`src/design/c3ea_pkg.sv`:
```
package c3ea_pkg;

  localparam int MAX_WIDTH   = 1024;
  localparam int COEF_BITS   = 16;
  localparam int KROW_BITS   = 3 * COEF_BITS;
  localparam int COL_BITS    = $clog2(MAX_WIDTH);
  localparam int WIDTH_BITS  = 11;
  localparam int ROW_BITS    = 12;
  localparam int HEIGHT_BITS = 13;
  localparam int ACC_BITS    = 28;
  localparam int RECIP_BITS  = 32;
  localparam int CFG_IDX_BITS = 3;

  localparam logic [CFG_IDX_BITS-1:0] CFG_KERNEL_TOP    = 3'd0;
  localparam logic [CFG_IDX_BITS-1:0] CFG_KERNEL_MID    = 3'd1;
  localparam logic [CFG_IDX_BITS-1:0] CFG_KERNEL_BOTTOM = 3'd2;
  localparam logic [CFG_IDX_BITS-1:0] CFG_IMAGE_WIDTH   = 3'd3;
  localparam logic [CFG_IDX_BITS-1:0] CFG_IMAGE_HEIGHT  = 3'd4;

  typedef struct packed {
    logic [7:0] pixel_in;
    logic       flush;
  } in_item_t;

  typedef struct packed {
    logic [7:0] pixel_out;
    logic       frame_end;
  } out_item_t;

  typedef struct packed {
    logic accept;
    logic shift;
    logic mac_step;
    logic div1;
    logic div2;
    logic load_out;
  } ctrl_cmd_t;

  typedef struct packed {
    logic do_shift;
    logic emit;
    logic mac_last;
    logic out_full;
  } dp_status_t;

  // floor(2^32 / n); for n = 1 the value falls one short and the
  // remainder correction restores the exact quotient
  function automatic logic [RECIP_BITS-1:0] recip(input logic [3:0] n);
    logic [RECIP_BITS-1:0] r;
    case (n)
      4'd1: r = 32'hFFFF_FFFF;
      4'd2: r = 32'h8000_0000;
      4'd3: r = 32'h5555_5555;
      4'd4: r = 32'h4000_0000;
      4'd5: r = 32'h3333_3333;
      4'd6: r = 32'h2AAA_AAAA;
      4'd7: r = 32'h2492_4924;
      4'd8: r = 32'h2000_0000;
      4'd9: r = 32'h1C71_C71C;
      default: r = '0;
    endcase
    return r;
  endfunction

endpackage

```
`src/design/c3ea_ctrl.sv`:
```
module c3ea_ctrl (
  input  logic                  clk,
  input  logic                  rst,
  input  logic                  in_valid,
  output logic                  in_ready,
  input  c3ea_pkg::dp_status_t  st,
  output c3ea_pkg::ctrl_cmd_t   cmd
);
  import c3ea_pkg::*;

  typedef enum logic [6:0] {
    S_IDLE  = 7'b0000001,
    S_READ  = 7'b0000010,
    S_SHIFT = 7'b0000100,
    S_MAC   = 7'b0001000,
    S_DIV1  = 7'b0010000,
    S_DIV2  = 7'b0100000,
    S_PUT   = 7'b1000000
  } state_t;

  state_t state, state_next;

  always_ff @(posedge clk) begin
    if (rst) begin
      state <= S_IDLE;
    end else begin
      state <= state_next;
    end
  end

  always_comb begin
    state_next = state;
    cmd = '0;
    in_ready = 1'b0;
    case (state)
      S_IDLE: begin
        in_ready = 1'b1;
        if (in_valid) begin
          cmd.accept = 1'b1;
          if (st.do_shift) state_next = S_READ;
        end
      end
      S_READ: state_next = S_SHIFT;
      S_SHIFT: begin
        cmd.shift = 1'b1;
        state_next = st.emit ? S_MAC : S_IDLE;
      end
      S_MAC: begin
        cmd.mac_step = 1'b1;
        if (st.mac_last) state_next = S_DIV1;
      end
      S_DIV1: begin
        cmd.div1 = 1'b1;
        state_next = S_DIV2;
      end
      S_DIV2: begin
        cmd.div2 = 1'b1;
        state_next = S_PUT;
      end
      S_PUT: begin
        if (!st.out_full) begin
          cmd.load_out = 1'b1;
          state_next = S_IDLE;
        end
      end
      default: state_next = S_IDLE;
    endcase
  end

endmodule

```
`config.mk`:
```
export PLATFORM = sky130hd
export DESIGN_NAME = c3ea_ctrl
export DESIGN_NICKNAME = d
export VERILOG_FILES = /design/src/design/c3ea_pkg.sv /design/src/design/c3ea_ctrl.sv
export SDC_FILE = /design/constraint.sdc
export NUM_CORES = 1
export LEC_CHECK = 0
export BUFFER_PORTS_ARGS = -buffer_cell sky130_fd_sc_hd__clkbuf_2
export CAP_MARGIN = 10
export CORE_AREA = 2 2 39 41
export CTS_BUF_LIST = sky130_fd_sc_hd__clkbuf_2 sky130_fd_sc_hd__clkbuf_4 sky130_fd_sc_hd__clkbuf_8
export DETAILED_ROUTE_END_ITERATION = 6
export DIE_AREA = 0 0 41 43
export GPL_ROUTABILITY_DRIVEN = 0
export PLACE_DENSITY_LB_ADDON = 0.05
export RECOVER_POWER = 100
export SYNTH_ARGS = -nofsm -noshare
export SYNTH_HDL_FRONTEND = slang
export SYNTH_SLANG_ARGS = --single-unit
```
`constraint.sdc`:
```
create_clock -name clk -period 4.4 [get_ports clk]
set_input_delay 0.88 -clock clk [delete_from_list [all_inputs] [get_ports clk]]
set_output_delay 0.88 -clock clk [all_outputs]
set_load 0.02 [all_outputs]
```
==> metrics.md, run 1 <==
| Metric | Value |
|---|---|
| Sw Ratio | 0.309 |
| Seq/Total Area, Yosys | 0.354 |
| WL per Instance | 11.3 µm |
| Mean Syn Cell Area | 8.24 µm² |
| Port bufs | 13 |
| Initial Utilization | 0.286 |
| Crit path kind | flip-flop to output port |
| Pre-CTS WS | 1.94 ns |
| Most used DFF post-synth | dfxtp_1 |
| Critical path data required time | 3.52 ns |
| Leading registers by flop count | state x7 |
| Peak supply drop | 0.000136 V |
| Global route hottest layer | met2 |
| Gr usage total | 0.123 |
| Worst skew pair latency | 0.26 ns |
| DIE HEIGHT | 43 µm |
| Fill cell count | 159 |
| H-tree depth | 1 |
| Met2 GRT Util | 0.156 |
| Yosys top cell area share | 0.354 |
| Clk buf depth | 2 |
| First-pass GRT wire length | 1400 µm |
| Post-synthesis instance total | 48 |
| Post-CTS setup buffers | 0 |
| Worst Setup Start Kind | flip-flop |
| Post-synth EDFFs | 0 |
| Slew headroom | 0.652 |
| Layout Utilization | 0.354 |
| Worst Max-Slew Pin Slew | 0.517 ns |
| Post-synth top cells | dfxtp_1, and3_1, nor2_1 |
| Max reg flops | 7 |
| Leakage | 0.199 nW |
| Syn-to-layout area delta | 24.1% |
| Die ar. | 1760 µm² |
| Synth area leaders | dfxtp_1, nor4b_1, and3_1 |
| Crit end category | output port |
| CTS resizes | 0 |
| GR Layer Usage met3 | 0.0471 |
| Number of synthesized register bits | 7 |
| Worst Skew | 0.00482 ns |
| Net load switching power | 0.0000564 W |
| Arrival time worst endpoint | 1.86 ns |
| Initial antenna violation count | 0 |
| NumNets Final | 71 |
| Remaining global-route overflow | 0 |
| Flop pwr share | 0.408 |
| First-iteration detailed-routing DRC count | 9 |
| Biggest register | state |
| IO Count | 14 |
| Worst hold path type | flip-flop to flip-flop |
| # DRC | 0 |
| Pint | 0.000126 W |
| Final setup vio count | 0 |
| Final Hold Vio Count | 0 |
| Pwr Density | 372 nW/µm² |
| Yosys warns | 0 |
| TritonCTS clock tree | built |
| Worst-path maximum fanout | 6 |
| Slew Viols, Final | 0 |
| Drt total wl | 891 µm |
| Final Worst Setup Slack | 1.66 ns |
| Synthesized net count | 55 |
| Status | completed |
| CTS sink count | 7 |
| Via density | 5.19 |
| Share of cells above drive strength 1 | 0.175 |
| Largest net degree at the start of global routing | 9 |
| N_diodes | 0 |
| Hold Buf Count CTS | 0 |
| Clock power share | 0.356 |
| Clock-pin transition on the worst setup and hold timing paths | 0.05 ns |
| Mapped Area | 395 µm² |
| Core Area | 1380 µm² |
| Fin crit share | 0.624 |
| Comb pwr share | 0.236 |
| Most frequent cell after synthesis | dfxtp_1 |
| Setup TNS | 0 ns |
| Placed wire-length estimate | 691 µm |
| Post-synth ARST share | 0 |
| DIE WIDTH | 41 µm |
| FP Rows | 14 |
| F_max | 0.364 GHz |
| GR Util met1 | 0.155 |
| Synth unique cells | 26 |
| Via count | 410 |
| CTS Buf Count | 3 |
| ANT nets after route | 0 |
| 1st-pass router iterations | 3 |
| Min cycle time layout | 2.74 ns |
| Root buffer cell | clkbuf_4 |
| Post-synth top area cell | dfxtp_1 |
| Max-Cap Viols | 0 |
| Number of global-route vias before repair | 346 |
| RSZ-0062 raised after global routing | no |
## final timing paths
path / to / slack, ns / start / cells past startpoint
worst max register to register: state[0]$_SDFFE_PP1P_ / 2.45 / state[4]$_SDFFE_PP0P_ / 4
worst min-delay path: state[3]$_SDFFE_PP0P_ / 0.57 / state[6]$_SDFFE_PP0P_ / 1
worst min register to register: state[3]$_SDFFE_PP0P_ / 0.57 / state[6]$_SDFFE_PP0P_ / 1
worst max-delay path: cmd[3] / 1.66 / state[4]$_SDFFE_PP0P_ / 3
## worst max-delay path, cell delays in order (launching register included)
cell and delay, ns:
dfxtp_1 0.34, or4_1 0.64, nor4b_1 0.35, clkbuf_1 0.27
## logic make-up after synthesis
kind of cell | after synthesis | share of synthesized area
simple gates | 28 | 0.446
compound gates | 8 | 0.133
flops | 7 | 0.354
buf+inv | 4 | 0.0411
mux | 1 | 0.0253
## power by group through the flow
stage / registers [W] / logic (W) / clock network, W
3_3_place_gp: 0.0000761 / 0.0000463 / 0
3_5_place_dp: 0.0000755 / 0.0000453 / 0
6_report: 0.0000744 / 0.0000431 / 0.0000650
2_1_floorplan: 0.0000741 / 0.0000337 / 0
4_1_cts: 0.0000742 / 0.0000456 / 0.0000665
5_1_grt: 0.0000746 / 0.0000479 / 0.0000709
## layer usage
metal	part of all wire	wire, µm
met1	0.51	450
met3	0.066	59
met5	0	0
met2	0.39	351
met4	0.033	29
## cell type report
cell class	count	area [µm²]	share of cell area
multi-input cells	37	235	0.480
flip-flops and latches	7	140	0.286
repair buffers	13	57.6	0.117
clock buffers	4	30.0	0.0612
well taps	16	20.0	0.0408
inverters	2	7.51	0.0153
## per-stage QoR
stage	std cells	area (µm²)	hold slack, ns	power (W)
floorplan	48	395	0.510	0.000108
detailed placement	75	472	0.578	0.000121
CTS	79	502	0.582	0.000186
finish	79	490	0.571	0.000183
global placement	75	472	0.590	0.000122
global route	79	490	0.641	0.000193
## cell usage in the layout, fill, tap and decap left out, types with 2 or more instances in the layout
master,Yosys,final
nand2_1,3,3
or4_1,1,2
clkbuf_4,0,4
clkbuf_1,1,6
a21oi_1,2,2
nor2_1,4,4
nor2b_1,2,2
clkbuf_2,0,7
nor4b_1,3,3
dfxtp_1,7,7
nor4_1,3,3
and3_1,4,4
o21ai_0,1,2
inv_1,2,2
Power figures use the tool's default switching activity.
==> inputs of run 2 (changes only) <==
--- a/config.mk
+++ b/config.mk
@@ -5,6 +5,7 @@
 export SDC_FILE = /design/constraint.sdc
 export NUM_CORES = 1
 export LEC_CHECK = 0
+export ABC_AREA = 1
 export BUFFER_PORTS_ARGS = -buffer_cell sky130_fd_sc_hd__clkbuf_2
 export CAP_MARGIN = 10
 export CORE_AREA = 2 2 39 41
==> constraint.sdc (replaced) <==
create_clock -name clk -period 2.6 [get_ports clk]
set_input_delay 0.52 -clock clk [delete_from_list [all_inputs] [get_ports clk]]
set_output_delay 0.52 -clock clk [all_outputs]
set_load 0.02 [all_outputs]
==> metrics.md, run 2 <==
| Metric | Value |
|---|---|
| Status | completed |
| Hold path start | rst |
| FP Rows | 14 |
| R2r worst-path depth | 8 |
| Synth area leaders | dfxtp_1, inv_1, nor2_1 |
| CTS resizes | 0 |
| Final Worst Setup Slack | 0.517 ns |
| Crit path kind | flip-flop to output port |
| Number of global-route vias before repair | 419 |
| NumNets Final | 94 |
| First-pass GRT wire length | 1660 µm |
| Total power | 0.000331 W |
| Worst Max-Slew Pin Slew | 0.530 ns |
| Slew Viols, Final | 0 |
| Fin crit share | 0.801 |
| Drt total wl | 884 µm |
| Synthesized net count | 76 |
| Largest net degree at the start of global routing | 8 |
| Final Hold Vio Count | 0 |
| Placed wire-length estimate | 728 µm |
| Post-CTS setup buffers | 0 |
| Syn-to-layout area delta | 20.3% |
| Placed cells | 98 |
| Final Hold Slack | 0.518 ns |
| TritonCTS clock tree | built |
| Clock-pin transition on the worst setup and hold timing paths | 0.05 ns |
| Die ar. | 1760 µm² |
| H-tree depth | 1 |
| Port bufs | 13 |
| Most common cell after layout, fill and taps aside | nor2_1 |
| Most used DFF post-synth | dfxtp_1 |
| F_max | 0.480 GHz |
| FF-to-FF setup slack | 1.11 ns |
| N_diodes | 0 |
| Reg-to-reg startpoint | state[4]$_SDFFE_PP0P_ |
| RSZ-0062 raised after global routing | no |
| Slew headroom | 0.645 |
| Share of cells above drive strength 1 | 0.326 |
| Number of synthesized register bits | 7 |
| Yosys top cell area share | 0.315 |
| Biggest register | state |
| Pwr Density | 619 nW/µm² |
| Worst skew pair latency | 0.26 ns |
| DIE WIDTH | 41 µm |
| # DRC | 0 |
| Mapped Area | 444 µm² |
| Hold Buf Count CTS | 0 |
| Worst Setup Start Kind | flip-flop |
| Clk buf depth | 2 |
| Post-synth ARST share | 0 |
| Remaining global-route overflow | 0 |
| Min cycle time layout | 2.08 ns |
| Mean Syn Cell Area | 6.44 µm² |
| Post-synthesis instance total | 69 |
| ANT nets after route | 0 |
| Leading registers by flop count | state x7 |
| Worst Hold Path Cells | 2 |
| Seq/Total Area, Yosys | 0.315 |
| Via count | 448 |
| 1st-pass router iterations | 6 |
| Max reg flops | 7 |
| Setup TNS | 0 ns |
| Yosys warns | 0 |
| CTS Buf Count | 3 |
| Final setup vio count | 0 |
| Post-synth top cells | inv_1, nor2_1, nand2_1 |
| DIE HEIGHT | 43 µm |
| Initial Utilization | 0.321 |
| Worst hold path type | primary input to flip-flop |
| Peak supply drop | 0.000432 V |
| Leakage | 0.286 nW |
| Most frequent cells in the layout | nor2_1, inv_1, nand2_1 |
| Initial antenna violation count | 0 |
| Post-synth EDFFs | 0 |
| Crit end category | output port |
| Synth unique cells | 15 |
| Via density | 4.39 |
| Worst Hold Path EP | state[3]$_SDFFE_PP0P_ |
| Gr usage total | 0.145 |
| Arrival time worst endpoint | 1.56 ns |
| IO Count | 14 |
| Critical path data required time | 2.08 ns |
| R2R Path End | state[0]$_SDFFE_PP1P_ |
| Max-Cap Viols | 0 |
| Worst Skew | 0.00553 ns |
| Non-Filler Instances | 102 |
| Core Area | 1380 µm² |
| WL per Instance | 8.67 µm |
| Worst-path maximum fanout | 6 |
| Pre-CTS WS | 1.01 ns |
| Fill cell count | 161 |
| Post-synth top area cell | dfxtp_1 |
| First-iteration detailed-routing DRC count | 5 |
| CTS sink count | 7 |
| Root buffer cell | clkbuf_4 |
==> run 2: stage by stage <==
| stage | instance area, µm² | utilization |
|---|---|---|
| floorplan | 444 | - |
| global placement | 529 | 0.382 |
| detailed placement | 529 | 0.382 |
| CTS | 559 | 0.404 |
| global route | 534 | 0.386 |
| finish | 534 | 0.386 |
==> run 2: final cells by class <==
class,count,area (µm²),share of cell area
Sequential cell,7,140,0.262
Multi-Input combinational cell,44,216,0.405
Clock buffer,4,30.0,0.0562
Inverter,18,67.6,0.126
Tap cell,16,20.0,0.0375
Timing Repair Buffer,13,60.1,0.112
==> run 2: worst max-delay path by stage <==
stage | cells past startpoint | start | slack (ns) | to
finish | 6 | state[4]$_SDFFE_PP0P_ | 0.52 | cmd[5]
global placement | 3 | st[0] | 1.03 | cmd[0]
floorplan | 1 | st[0] | 0.85 | cmd[0]
global route | 6 | state[4]$_SDFFE_PP0P_ | 0.36 | cmd[4]
CTS | 6 | state[4]$_SDFFE_PP0P_ | 0.79 | cmd[5]
detailed placement | 3 | st[0] | 1.01 | cmd[0]
==> run 2: critical path, stage by stage, from the launching register on <==
cell      delay, ns
dfxtp_1        0.31
inv_1          0.09
nand2_2        0.06
nor2_1         0.41
nand2_2        0.16
nor2_1         0.11
clkbuf_2       0.17
==> run 2: power by group <==
part	switching (W)	internal, W
clock network	0.0000417	0.0000691
registers	0.00000372	0.000115
logic	0.0000670	0.0000343
total	0.000112	0.000218
==> run 2: logic make-up (layout without fill, tap and decap cells) <==
logic type	after synthesis	after routing	share of synthesized area
AND/OR/NAND/NOR	42	42	0.501
buffers and inverters	18	35	0.152
flip-flops	7	7	0.315
AO/OA/AOI/OAI	2	2	0.0310
==> run 2: routing by layer <==
layer	share of wire	track usage	vias up
li1	-	-	240
met1	0.45	0.189	193
met2	0.46	0.184	11
met3	0.069	0.0628	4
met4	0.027	0.100	0
met5	0	0	-
